`config.mk`:
```
export PLATFORM = sky130hd
export DESIGN_NAME = mbet_queue
export DESIGN_NICKNAME = d
export VERILOG_FILES = /design/src/rtl/mbet_pkg.sv /design/src/rtl/mbet_queue.sv
export SDC_FILE = /design/constraint.sdc
export NUM_CORES = 1
export LEC_CHECK = 0
export BUFFER_PORTS_ARGS = -buffer_cell sky130_fd_sc_hd__clkbuf_2
export CORE_MARGIN = 2
export CORE_UTILIZATION = 56
export DETAILED_ROUTE_END_ITERATION = 12
export GPL_ROUTABILITY_DRIVEN = 0
export PLACE_DENSITY = 0.85
export SYNTH_ARGS = -nofsm -noshare
export SYNTH_HDL_FRONTEND = slang
export SYNTH_SLANG_ARGS = --single-unit
```
`constraint.sdc`:
```
create_clock -name clk -period 8.25 [get_ports clk]
set_input_delay 1.65 -clock clk [delete_from_list [all_inputs] [get_ports clk]]
set_output_delay 1.65 -clock clk [all_outputs]
set_load 0.05 [all_outputs]
```
`src/rtl/mbet_pkg.sv`:
```
// Shared types, constants and helper functions of the Mandelbrot pixel unit.
// Depends on nothing; every file of the block but assert_macros.svh imports it.
`default_nettype none

package mbet_pkg;

  localparam int COORD_W   = 10;
  localparam int FIX_W     = 32;
  localparam int ITER_W    = 16;
  localparam int COLOUR_W  = 24;
  localparam int FRAC_BITS = 28;
  localparam int CFG_IDX_W = 3;
  localparam int WIDE_W    = 66;

  localparam logic [COLOUR_W-1:0] COLOUR_GREEN = 24'h00FF00;
  localparam logic [COLOUR_W-1:0] COLOUR_RED   = 24'hFF0000;
  localparam logic [COLOUR_W-1:0] COLOUR_BLACK = 24'h000000;

  localparam logic [ITER_W-1:0] GREEN_BELOW = 16'd8;
  localparam logic [ITER_W-1:0] RED_BELOW   = 16'd16;

  localparam logic [CFG_IDX_W-1:0] CFG_LEFT_EDGE = 3'd0;
  localparam logic [CFG_IDX_W-1:0] CFG_TOP_EDGE  = 3'd1;
  localparam logic [CFG_IDX_W-1:0] CFG_STEP_X    = 3'd2;
  localparam logic [CFG_IDX_W-1:0] CFG_STEP_Y    = 3'd3;
  localparam logic [CFG_IDX_W-1:0] CFG_MAX_ITER  = 3'd4;

  localparam logic signed [FIX_W-1:0] RST_LEFT_EDGE = 32'shE000_0000;
  localparam logic signed [FIX_W-1:0] RST_TOP_EDGE  = 32'sh1200_0000;
  localparam logic signed [FIX_W-1:0] RST_STEP_X    = 32'sh0013_3333;
  localparam logic signed [FIX_W-1:0] RST_STEP_Y    = 32'shFFEC_CCCD;
  localparam logic [ITER_W-1:0]       RST_MAX_ITER  = 16'd500;

  localparam logic signed [WIDE_W-1:0] FIX_MAX_WIDE = 66'sd2147483647;
  localparam logic signed [WIDE_W-1:0] FIX_MIN_WIDE = -66'sd2147483648;

  typedef logic signed [FIX_W-1:0] fix_t;

  typedef struct packed {
    logic [COORD_W-1:0] x;
    logic [COORD_W-1:0] y;
    fix_t               cr;
    fix_t               ci;
  } point_t;

  typedef struct packed {
    fix_t              left_edge;
    fix_t              top_edge;
    fix_t              step_x;
    fix_t              step_y;
    logic [ITER_W-1:0] max_iter;
  } cfg_t;

  // Clamp a wide signed value into the 32-bit fixed-point range.
  function automatic fix_t sat_fix(input logic signed [WIDE_W-1:0] v);
    fix_t r;
    if (v > FIX_MAX_WIDE) begin
      r = fix_t'(FIX_MAX_WIDE);
    end else if (v < FIX_MIN_WIDE) begin
      r = fix_t'(FIX_MIN_WIDE);
    end else begin
      r = fix_t'(v);
    end
    return r;
  endfunction

endpackage

`default_nettype wire

```
`src/rtl/mbet_queue.sv`:
```
// Small FIFO of mapped points between the front and the iteration engine.
// Depends on mbet_pkg for the point type.
`default_nettype none

module mbet_queue #(
  parameter int DEPTH = 2
) (
  input  wire logic            clk,
  input  wire logic            rst,
  input  wire logic            push_valid,
  output logic                 push_ready,
  input  wire mbet_pkg::point_t push_data,
  output logic                 pop_valid,
  input  wire logic            pop_ready,
  output mbet_pkg::point_t     pop_data
);
  import mbet_pkg::*;

  localparam int PTR_W = (DEPTH > 1) ? $clog2(DEPTH) : 1;
  localparam int CNT_W = $clog2(DEPTH + 1);
  localparam logic [PTR_W-1:0] LAST_PTR = PTR_W'(DEPTH - 1);
  localparam logic [CNT_W-1:0] FULL_CNT = CNT_W'(DEPTH);

  point_t            entries [DEPTH];
  logic [PTR_W-1:0]  wr_ptr;
  logic [PTR_W-1:0]  rd_ptr;
  logic [CNT_W-1:0]  fill;
  logic              do_push;
  logic              do_pop;

  assign push_ready = (fill != FULL_CNT);
  assign pop_valid  = (fill != '0);
  assign pop_data   = entries[rd_ptr];
  assign do_push    = push_valid && push_ready;
  assign do_pop     = pop_valid && pop_ready;

  always_ff @(posedge clk) begin
    if (do_push) begin
      entries[wr_ptr] <= push_data;
    end
  end

  always_ff @(posedge clk) begin
    if (rst) begin
      wr_ptr <= '0;
      rd_ptr <= '0;
      fill   <= '0;
    end else begin
      if (do_push) begin
        wr_ptr <= (wr_ptr == LAST_PTR) ? '0 : wr_ptr + PTR_W'(1);
      end
      if (do_pop) begin
        rd_ptr <= (rd_ptr == LAST_PTR) ? '0 : rd_ptr + PTR_W'(1);
      end
      if (do_push && !do_pop) begin
        fill <= fill + CNT_W'(1);
      end else if (do_pop && !do_push) begin
        fill <= fill - CNT_W'(1);
      end
    end
  end

endmodule

`default_nettype wire

```
Word level (Yosys, flattened, before mapping)
Memory sizes are Yosys's and may differ from the RTL's. A register that Yosys moved wholly into a read port is not among the register bits. Index checks and enable logic that the tools add are counted.

Register bits: 4. RAM bits: 168. Output and inout bits: 86. Logic and storage cells: 25. Memories kept: 1.

$add $sub $neg: 4. Equal/unequal tests: 1. Muxes and demuxes: 8. Reductions and logical operators: 8.

Memory list: entries (words 2, bits a word 84, read ports 1, clocked after Yosys merged registers in 1, write ports 1, RTL line mbet_queue.sv:24) `point_t entries [DEPTH];`.

Operators with widths (number): $mux 1 (6); $logic_and 1x1->1 (4); $mux 2 (2); $reduce_bool 2->1 (2); $add 1x1->1 const B (2); $add 2x1->2 const B (1); $logic_not 1->1 (2); $ne 2x2->1 const B (1); $sub 2x1->2 const B (1).

Longest topological paths before layout
Depth in word-level cells: 6. Gate-level depth with buffers: 6. Depth with buffers taken out: 6.

Worst setup path after synthesis
No wires, ideal clock.

Path kind: input-to-reg. Start point: in push_valid. End point: mem entries[1][0] (netlist bit) (enable). Arrival time: 3655 ps. Required time: 7798 ps. Path slack: 4143 ps. Cell stages on the path: 1. Buffers on the path: 0. Cell sequence: and3_1.

Cells in the longest elaborated chain, start to end: 3.

RTL lines: from (decl) (RTL line mbet_queue.sv:10) `input wire logic push_valid,`; $logic_and 1x1->1 (RTL line mbet_queue.sv:34) `assign do_push = push_valid && push_ready;`; $mux 1 (RTL line mbet_queue.sv:38) `if (do_push) begin`; $mux 1 (implied by the code) (RTL line mbet_queue.sv:39) `entries[wr_ptr] <= push_data;`; to (decl) (RTL line mbet_queue.sv:24).

No other way between the ends.

==> impl_metrics.tcl <==
set metrics [dict create \
    status "finished clean" \
    fin_crit_sh_pct 47.9 \
    syn_avg_cell_area_sq_um 22.1 \
    rsz0062_at_grt "no" \
    cts_resized 0 \
    start_util_pct 57.8 \
    core_area_sq_um 10900 \
    overflow 0 \
    yosysSeqAreaShare_pct 81.7 \
    end_kind "primary output" \
    synth_top_area_share_pct 80.1 \
    die_y_um 110 \
    h-tree-depth 4 \
    netlist_top_cells_area "edfxtp_1 80%, mux2_2 15%, dfxtp_1 1.6%" \
    vdd_drop_max_v 0.000304 \
    post-dp-hpwl_um 6760 \
    critPathMaxFanout 84 \
    portBuffers 173 \
    crit_family "flip-flops" \
    antenna_found_initial 0 \
    cpPeakStageDelay_ps 1060 \
    cts_setup_buffers 0 \
    cts_root_buf "clkbuf_8" \
    io_pins 174 \
    drcViolationCount 0 \
    crit_arrival_ps 2300 \
    setup_viol 0 \
    p_per_area_nw_per_um2 357 \
    final_hold_viol_count 0 \
    fin_nets 558 \
    drt-wirelength-per-cell_um 17.0 \
    yosys_warnings 0 \
    cts.sinks 173 \
    area_growth_pct 23.8 \
    avgViaCountPerCell 5.15 \
    tightest_slew_ps 1150 \
    syn-num-nets 374 \
    rows 38 \
    die_width_um 110 \
    holdPathStages 2 \
    route.vias.total 3203 \
    worstPathRequired_ps 6600 \
    grt_pass1_vias 3226 \
    fin_area_sq_um 7800 \
    ant_nets 0 \
    fin_util_pct 71.6 \
    cts_made_buffers 17 \
    path_buf_inv 1 \
    syn-cell-area_sq_um 6300 \
    finalCriticalPeriod_ps 3950 \
    hold_buffers 0 \
    path_clk_slew_ps 60 \
    post_synth_num_cell_types 19 \
    drtPass1Iterations 4 \
    synth_cells 285 \
    worstSetupPathType "reg2out" \
    crit_path_cell_trace "mux2_2 > clkbuf_2" \
    fin_setup_tns_ps 0 \
    drive_gt1_share_pct 60.2 \
    clock_path_buffers 2 \
    hold_class "reg2reg" \
    die-area_sq_um 12100 \
    clock.fmax_mhz 253 \
    relSlewSlack_pct 23.5 \
    fillers 696 \
    clock_skew_ps 6.96 \
    antennaDiodeCount 0 \
    r2r_cells 4 \
    drt_iter0_markers 112 \
    clock_latency_ps 520 \
    yosys_register_bits 173 \
    cp-start-kind "flip-flop" \
    leakage_nw 2.95 \
    slowest_stage "dfxtp_4" \
    finalMaxSlewViolations 0 \
    routed_wl_um 10600 \
    final_cells 622 \
    grt.total_usage_pct 17.5 \
    grt_max_degree 85 \
    drv_cap 0 \
    cts_tree "done" \
    dpl_cell_area_sq_um 7270 \
    yosysTopAreaCell "edfxtp_1" \
    path_depth 2 \
    grt_pass1_wl_um 15300 \
    dp_cells 590 \
]
## worst reg2reg max path, stage by stage (launching register included)
cell      delay, ps
dfxtp_1         420
nand2b_1        230
nand3b_1        140
clkinv_2        500
buf_4           660
## placed cells by master, fill, tap and decap left out, types with 2 or more instances in the layout
cell / instances
clkbuf_2: 173
edfxtp_1: 168
mux2_2: 84
clkbuf_16: 16
clkinv_2: 5
dfxtp_1: 4
xor2_1: 3
nor2_1: 3
clkinv_4: 3
clkbuf_1: 3
o21ai_0: 2
a21oi_1: 2
clkinvlp_4: 2
clkinv_1: 2
## final cells by class
type | instances | area, sq um | area share (%)
flip-flops and latches | 173 | 5150 | 66.0
multi-input cells | 102 | 1070 | 13.7
repair buffers | 174 | 873 | 11.2
clock buffers | 20 | 425 | 5.46
well taps | 140 | 175 | 2.25
clock inverters | 12 | 98.8 | 1.27
inverters | 1 | 5.00 | 0.0642
## routing by layer
| layer | routed length [um] | part of all wire (%) | track usage, % | up-vias |
|---|---|---|---|---|
| met3 | 822 | 7.8 | 6.17 | 9 |
| met2 | 5590 | 53 | 30.4 | 122 |
| met1 | 4030 | 38 | 19.7 | 1573 |
| met5 | 0 | 0 | 0 | - |
| met4 | 105 | 1.0 | 7.32 | 0 |
| li1 | - | - | - | 1499 |
## state kept, by name, summed over array words and instances, names as in the netlist, named ones only
| signal | cells |
|---|---|
| entries | 168 |
| rd_ptr | 1 |
| wr_ptr | 1 |
| fill | 2 |
## final timing paths
check	end	slack, ps	from
max reg2reg	entries[0][6]	5920	fill[0]
max	pop_data[20]	4300	flip-flop
min reg2reg	rd_ptr	560	rd_ptr
min	rd_ptr	560	rd_ptr
## power by group
group | internal [mW] | total (mW) | switching [mW]
combinational | 0.253 | 0.906 | 0.654
sequential | 1.10 | 1.18 | 0.0806
clock | 0.397 | 0.697 | 0.301
total | 1.75 | 2.78 | 1.03
## cell families (layout without fill, tap and decap cells)
| group | after synthesis | after routing | synth area share (%) |
|---|---|---|---|
| buffers and inverters | 10 | 207 | 1.41 |
| adder cells (fa/ha/maj) | 1 | 1 | 0.199 |
| AO/OA/AOI/OAI | 5 | 5 | 0.477 |
| multiplexers | 84 | 84 | 15.0 |
| flip-flops | 173 | 173 | 81.7 |
| XOR/XNOR | 3 | 3 | 0.417 |
| AND/OR/NAND/NOR | 9 | 9 | 0.795 |
## through the flow
step                power [mW]  worst slack (ps)  hold slack [ps]
detailed placement        2.11              4810              495
floorplan                 1.93              4140              471
CTS                       2.81              4240              557
finish                    2.78              4300              556
global route              2.90              4150              593
global placement          2.10              4790              486
## cell usage after synthesis, drive strengths merged
master	n
o21ai	2
buf	9
nand2b	1
ha	1
a21oi	2
mux2	84
xor2	3
inv	1
nor2	3
or3	1
a21bo	1
or2	1
dfxtp	5
and2	1
edfxtp	168
and3	1
nand3b	1
No activity file was read; power rests on OpenSTA's default activity.
