$ cat src/rtl/mbet_pkg.sv
// Shared types, constants and helper functions of the Mandelbrot pixel unit.
// Depends on nothing; every file of the block but assert_macros.svh imports it.
`default_nettype none

package mbet_pkg;

  localparam int COORD_W   = 10;
  localparam int FIX_W     = 32;
  localparam int ITER_W    = 16;
  localparam int COLOUR_W  = 24;
  localparam int FRAC_BITS = 28;
  localparam int CFG_IDX_W = 3;
  localparam int WIDE_W    = 66;

  localparam logic [COLOUR_W-1:0] COLOUR_GREEN = 24'h00FF00;
  localparam logic [COLOUR_W-1:0] COLOUR_RED   = 24'hFF0000;
  localparam logic [COLOUR_W-1:0] COLOUR_BLACK = 24'h000000;

  localparam logic [ITER_W-1:0] GREEN_BELOW = 16'd8;
  localparam logic [ITER_W-1:0] RED_BELOW   = 16'd16;

  localparam logic [CFG_IDX_W-1:0] CFG_LEFT_EDGE = 3'd0;
  localparam logic [CFG_IDX_W-1:0] CFG_TOP_EDGE  = 3'd1;
  localparam logic [CFG_IDX_W-1:0] CFG_STEP_X    = 3'd2;
  localparam logic [CFG_IDX_W-1:0] CFG_STEP_Y    = 3'd3;
  localparam logic [CFG_IDX_W-1:0] CFG_MAX_ITER  = 3'd4;

  localparam logic signed [FIX_W-1:0] RST_LEFT_EDGE = 32'shE000_0000;
  localparam logic signed [FIX_W-1:0] RST_TOP_EDGE  = 32'sh1200_0000;
  localparam logic signed [FIX_W-1:0] RST_STEP_X    = 32'sh0013_3333;
  localparam logic signed [FIX_W-1:0] RST_STEP_Y    = 32'shFFEC_CCCD;
  localparam logic [ITER_W-1:0]       RST_MAX_ITER  = 16'd500;

  localparam logic signed [WIDE_W-1:0] FIX_MAX_WIDE = 66'sd2147483647;
  localparam logic signed [WIDE_W-1:0] FIX_MIN_WIDE = -66'sd2147483648;

  typedef logic signed [FIX_W-1:0] fix_t;

  typedef struct packed {
    logic [COORD_W-1:0] x;
    logic [COORD_W-1:0] y;
    fix_t               cr;
    fix_t               ci;
  } point_t;

  typedef struct packed {
    fix_t              left_edge;
    fix_t              top_edge;
    fix_t              step_x;
    fix_t              step_y;
    logic [ITER_W-1:0] max_iter;
  } cfg_t;

  // Clamp a wide signed value into the 32-bit fixed-point range.
  function automatic fix_t sat_fix(input logic signed [WIDE_W-1:0] v);
    fix_t r;
    if (v > FIX_MAX_WIDE) begin
      r = fix_t'(FIX_MAX_WIDE);
    end else if (v < FIX_MIN_WIDE) begin
      r = fix_t'(FIX_MIN_WIDE);
    end else begin
      r = fix_t'(v);
    end
    return r;
  endfunction

endpackage

`default_nettype wire

$ cat src/rtl/mbet_front.sv
// Front of the pixel unit: accepts pixel words and maps them to points c.
// Depends on mbet_pkg for the configuration and point types.
`default_nettype none

module mbet_front (
  input  wire logic                        clk,
  input  wire logic                        rst,
  input  wire mbet_pkg::cfg_t              cfg,
  input  wire logic                        in_valid,
  output logic                             in_ready,
  input  wire logic [mbet_pkg::COORD_W-1:0] pixel_x,
  input  wire logic [mbet_pkg::COORD_W-1:0] pixel_y,
  output logic                             push_valid,
  input  wire logic                        push_ready,
  output mbet_pkg::point_t                 push_data
);
  import mbet_pkg::*;

  localparam int PROD_W = COORD_W + 1 + FIX_W;

  logic               s1_valid;
  logic [COORD_W-1:0] s1_x;
  logic [COORD_W-1:0] s1_y;
  logic               s2_valid;
  logic [COORD_W-1:0] s2_x;
  logic [COORD_W-1:0] s2_y;
  logic signed [PROD_W-1:0] prod_x;
  logic signed [PROD_W-1:0] prod_y;
  logic               s2_move;
  logic               s1_move;

  assign s2_move  = s2_valid && push_ready;
  assign s1_move  = s1_valid && (!s2_valid || s2_move);
  assign in_ready = !s1_valid || s1_move;

  // The offset add and clamp happen on the registered products.
  assign push_valid   = s2_valid;
  assign push_data.x  = s2_x;
  assign push_data.y  = s2_y;
  assign push_data.cr = sat_fix(WIDE_W'(cfg.left_edge) + WIDE_W'(prod_x));
  assign push_data.ci = sat_fix(WIDE_W'(cfg.top_edge) + WIDE_W'(prod_y));

  always_ff @(posedge clk) begin
    if (in_valid && in_ready) begin
      s1_x <= pixel_x;
      s1_y <= pixel_y;
    end
    if (s1_move) begin
      s2_x   <= s1_x;
      s2_y   <= s1_y;
      prod_x <= $signed({1'b0, s1_x}) * cfg.step_x;
      prod_y <= $signed({1'b0, s1_y}) * cfg.step_y;
    end
  end

  always_ff @(posedge clk) begin
    if (rst) begin
      s1_valid <= 1'b0;
      s2_valid <= 1'b0;
    end else begin
      if (in_valid && in_ready) begin
        s1_valid <= 1'b1;
      end else if (s1_move) begin
        s1_valid <= 1'b0;
      end
      if (s1_move) begin
        s2_valid <= 1'b1;
      end else if (s2_move) begin
        s2_valid <= 1'b0;
      end
    end
  end

endmodule

`default_nettype wire

$ cat config.mk
export PLATFORM = sky130hd
export DESIGN_NAME = mbet_front
export DESIGN_NICKNAME = d
export VERILOG_FILES = /design/src/rtl/mbet_pkg.sv /design/src/rtl/mbet_front.sv
export SDC_FILE = /design/constraint.sdc
export NUM_CORES = 2
export LEC_CHECK = 0
export BUFFER_PORTS_ARGS = -buffer_cell sky130_fd_sc_hd__buf_2
export CORE_ASPECT_RATIO = 1.75
export CORE_MARGIN = 2
export CORE_UTILIZATION = 55
export DETAILED_ROUTE_END_ITERATION = 16
export GPL_TIMING_DRIVEN = 0
export PLACE_DENSITY = 0.74
export SLEW_MARGIN = 20
export SYNTH_ARGS = -nofsm -noshare
export SYNTH_HDL_FRONTEND = slang
export SYNTH_SLANG_ARGS = --single-unit
$ cat constraint.sdc
create_clock -name clk -period 7.1 [get_ports clk]
set_input_delay 0.355 -clock clk [delete_from_list [all_inputs] [get_ports clk]]
set_output_delay 0.355 -clock clk [all_outputs]
set_load 0.03 [all_outputs]
==> Yosys cells after proc, flatten, opt, wreduce, memory -nomap -nowiden <==
Cells that the tools add are included.
{ "word_totals": {"out_inout_bits": 86, "register_bits": 128, "input_bits": 168, "word_cells": 33} }
{ "classes": {"multipliers": 2, "n_reduce_logical": 9, "add_sub_neg": 2, "mux": 8, "magnitude_cmp": 4} }
{ "ops": {"columns": ["operator", "n"], "rows": [
  ["2-to-1 mux 32 bit", 4],
  ["adder 32 x 43 -> 44 bit", 2],
  ["> comparator 44 x 32 -> 1 bit (second input constant)", 2],
  ["< comparator 44 x 32 -> 1 bit (second input constant)", 2],
  ["multiplier 11 x 32 -> 43 bit", 2],
  ["2-to-1 mux 1 bit", 4],
  ["nonzero test 2 bit", 2],
  ["logical AND 1 bit", 3],
  ["logical NOT 1 bit", 2],
  ["logical OR 1 bit", 2]
]} }

==> Depth between registers and ports, before layout <==
{ "logic_depth": {"depth_word": 6, "depth_mapped": 25, "mapped_depth_nobuf": 23} }

==> Worst setup path before layout <==
OpenSTA, ideal clock, no wires.
{ "synth_path": {"path_kind": "reg2reg", "from": "reg s1_y[2]", "to": "reg prod_y[36], data pin", "required_time_ps": 6835, "synth_period_minus_slack_ps": 6177, "stages_incl_launch_ff": 22, "setup_slack_ps": 923, "t_arrival_ps": 5912, "cell_sequence": "edfxtp_1 clkbuf_1 nand2_1 fa_1 fa_1 fa_1 inv_1 fa_1 inv_1 fa_1 inv_1 ha_1 a211o_1 a211oi_1 o31a_1 o21ai_1 a31o_2 a211oi_1 o31ai_1 a21boi_1 o21ai_0 xor2_1"} }
{ "synth_between": {"elab_chain_cells": 1} }
{ "synth_rtl": {"columns": ["element", "line_no", "rtl"], "rows": [
  ["start: declaration", "mbet_front.sv:23", "logic [COORD_W-1:0] s1_y;"],
  ["start signal: assignment", "mbet_front.sv:46", "s1_y <= pixel_y;"],
  ["multiplier 11 x 32 -> 43 bit", "mbet_front.sv:52", "prod_y <= $signed({1'b0, s1_y}) * cfg.step_y;"],
  ["end signal: assignment", "mbet_front.sv:52", null],
  ["end: declaration", "mbet_front.sv:28", "logic signed [PROD_W-1:0] prod_y;"]
]} }
Every way passes these cells.
A chain may end at the register's enable or synchronous reset.

==> Worst setup path in the final report <==
{ "layout_path": {"from": "reg s1_y[4]", "to": "reg prod_y[42], data pin"} }
The elaborated chain is that of the path after synthesis.

==> impl_metrics.py <==
metrics = {
    "status": {
        "outcome": "completed",
    },
    "finish": {
        "fin_area_mm2": 0.0341,
        "layout_common_cells": "inv_1 (656), fa_1 (548), nand2_1 (457), and2_1 (287), ha_1 (272)",
        "nNetsFinal": 4671,
        "final_layout_size_suffix_gt1_frac": 0.0860,
        "layout_commonest_cell": "inv_1",
        "finish.utilization": 0.605,
        "areaGrowthSynthToFinish_pct": 8.62,
    },
    "detailed_routing": {
        "num_vias": 25501,
        "first_pass_iters": 8,
        "drc": 0,
        "avgViaCountPerCell": 5.71,
        "ant_nets": 0,
        "routed_wl_um": 93500,
        "wl_per_cell_um": 20.9,
        "drtIter0Drc": 1366,
    },
    "clocking": {
        "cts.reportedPaths.clkPinSlew_ns": 0.08,
        "cts_made_buffers": 17,
        "clk_latency_ns": 0.48,
        "cts_tree": "built",
        "cts_root_buf": "clkbuf_16",
        "h-tree-depth": 4,
        "cts_max_path_buffers": 2,
        "clock-sinks": 128,
    },
    "placed_design": {
        "dp_hpwl_um": 78300,
        "port-buffer-count": 176,
        "placed_cell_area_mm2": 0.0333,
        "gp_routability_congestion": 0.959,
    },
    "synthesis": {
        "synth_edf_count": 126,
        "yosysTopAreaCell": "fa_1",
        "yosysWarnings": 0,
        "yosys_most_used_dff": "edfxtp_1",
        "ys_types": 80,
        "mappedNetlistArea_mm2": 0.0314,
        "synth.top_cell.area_share": 0.350,
        "synth_cells": 3478,
        "synth_area_leaders": "fa_1 (35%), edfxtp_1 (12%), ha_1 (11%)",
        "synth_nets": 4466,
        "postSynthAreaPerCell_um2": 9.01,
        "ys_ff_latch": 128,
        "async_flop_share": 0,
        "synth-seq-area-share": 0.122,
    },
    "die": {
        "die-area_mm2": 0.0590,
        "start_util": 0.557,
        "fp.dieH_um": 320,
        "core_mm2": 0.0563,
        "rows": 115,
        "die_w_um": 184,
        "io_pins": 254,
    },
    "setup_path": {
        "cpPeakStageDelay_ns": 0.52,
        "end_kind": "flop",
        "rrSetupSlack_ns": 0.12,
        "timing.critical_path.arrival_ns": 7.23,
        "crit_buf_inv": 7,
        "r2r_end": "prod_y[42]",
        "worstSetupPathType": "reg2reg",
        "r2r-start": "s1_y[4]",
        "worstPathMaxFanout": 10,
        "path_cells": "buf_4 -> buf_4 -> clkbuf_1 -> nand2_1 -> fa_1 -> fa_1 -> inv_1 -> fa_1 -> fa_1 -> inv_1 -> fa_1 -> inv_1 -> ha_1 -> a21o_1 -> a21o_1 -> a21oi_1 -> inv_1 -> a21oi_1 -> o21ai_0 -> a211oi_1 -> o31ai_1 -> a21oi_1 -> xnor2_1",
        "critPathTopFamily": "adder cells",
        "slowest_stage": "edfxtp_1",
        "setup.worst_path.start_class": "flop",
        "cp_common_cell": "fa_1",
        "r2r_cells": 23,
        "crit_required_ns": 7.35,
    },
    "sta": {
        "worstMarginPinSlew_ns": 1.07,
        "clock.fmax_ghz": 0.143,
        "slew_headroom": 0.285,
        "rsz0062_at_grt": "false",
        "min_period_ns": 6.98,
        "drv_slew": 0,
        "hold_violations": 0,
        "skew_ns": 0.0217,
        "fin_crit_sh": 0.983,
        "setup-violations-final": 0,
    },
    "grt": {
        "grt_pass1_wl_um": 147000,
        "gr-total-overflow": 0,
        "grt_usage": 0.334,
        "antenna_found_initial": 12,
        "grt_pass1_vias": 28198,
        "grt_max_degree": 29,
    },
    "worst_hold_path": {
        "hold_end": "s1_y[3]",
        "hp-start": "pixel_y[3]",
        "hp-class": "in2reg",
        "whs_path_depth": 1,
    },
    "job": {
        "max-cap-violations": 0,
    },
}
[through the flow]
stage | std cells | setup WS, ns | hold slack, ns | setup TNS (ns)
finish | 4465 | 0.120 | 0.0465 | 0
global route | 4459 | 0.0241 | 0.0370 | 0
CTS | 4458 | 0.00319 | 0.0334 | 0
detailed placement | 4418 | -0.823 | 0.519 | -6.74
global placement | 4414 | -1.60 | 0.505 | -171.87
floorplan | 3478 | 0.923 | 0.427 | 0
[metal layers]
| layer | global-route usage | up-vias | routed length (um) |
|---|---|---|---|
| met5 | 0 | - | 43 |
| met4 | 0.313 | 6 | 10500 |
| met3 | 0.0525 | 469 | 4260 |
| met2 | 0.635 | 984 | 51100 |
| met1 | 0.288 | 12629 | 27500 |
| li1 | - | 11413 | - |
[how the worst max path moves through the flow]
stage	start	end	slack (ns)	depth (start not counted)
2_1_floorplan	s1_y[2]	prod_y[36]	0.92	21
3_3_place_gp	push_ready	prod_y[39]	-1.60	3
3_5_place_dp	s1_y[2]	prod_y[36]	-0.82	21
4_1_cts	s1_y[2]	prod_y[36]	0.003	21
5_1_grt	s1_y[6]	prod_y[38]	0.02	21
6_report	s1_y[4]	prod_y[42]	0.12	23
[final cells by class]
type | instances | area (um^2)
clock inverters | 15 | 170
multi-input cells | 2533 | 24500
fillers | 4997 | 22200
flip-flops and latches | 128 | 3820
inverters | 656 | 2460
well taps | 760 | 951
clock buffers | 17 | 425
repair buffers | 189 | 1030
plain buffers | 158 | 684
diodes | 9 | 22.5
[what timing repair did]
| item | CTS | global route |
|---|---|---|
| gates resized for setup | 20 | 36 |
| endpoints found under the hold margin | 0 | 0 |
| hold buffers | 0 | 0 |
| endpoints found under the setup margin | 20 | 21 |
| pin swaps | 0 | 1 |
| buffers inserted | 8 | 1 |
[registers in the layout, indices dropped and copies added, names as in the netlist]
register and cells:
s2_x 10, s1_x 10, push_valid 1, prod_y 43, s2_y 10, prod_x 43
s1_y 10, s1_valid 1
[cell usage after synthesis (7+ instances only)]
cell type	number
inv_1	656
fa_1	548
nand2_1	457
and2_1	288
ha_1	272
a21oi_1	144
clkbuf_1	141
edfxtp_1	126
a21o_1	120
xnor2_1	102
nor2_1	91
o21ai_0	72
xor2_1	58
nand3_1	33
o21ai_2	30
nand2b_1	26
nand4_1	26
a31oi_1	23
nor3_1	23
o21bai_1	22
a211oi_1	18
nor2b_1	18
o21a_1	18
o211ai_1	14
and3_1	12
buf_1	8
nor4_1	7
[cells by family (layout without fill, tap and decap cells)]
| logic type | after synthesis | after routing | share of synthesized area |
|---|---|---|---|
| flip-flops | 128 | 128 | 0.122 |
| XOR/XNOR | 160 | 160 | 0.0447 |
| other | 0 | 9 | 0 |
| AND/OR/NAND/NOR | 1017 | 1017 | 0.159 |
| AO/OA/AOI/OAI | 535 | 535 | 0.116 |
| multiplexers | 1 | 1 | 0.000319 |
| buffers and inverters | 817 | 1035 | 0.0995 |
| adder cells (fa/ha/maj) | 820 | 820 | 0.458 |
Power is not shown: default switching activity piles up to over one toggle a cycle in this logic, so the estimate is an artifact.
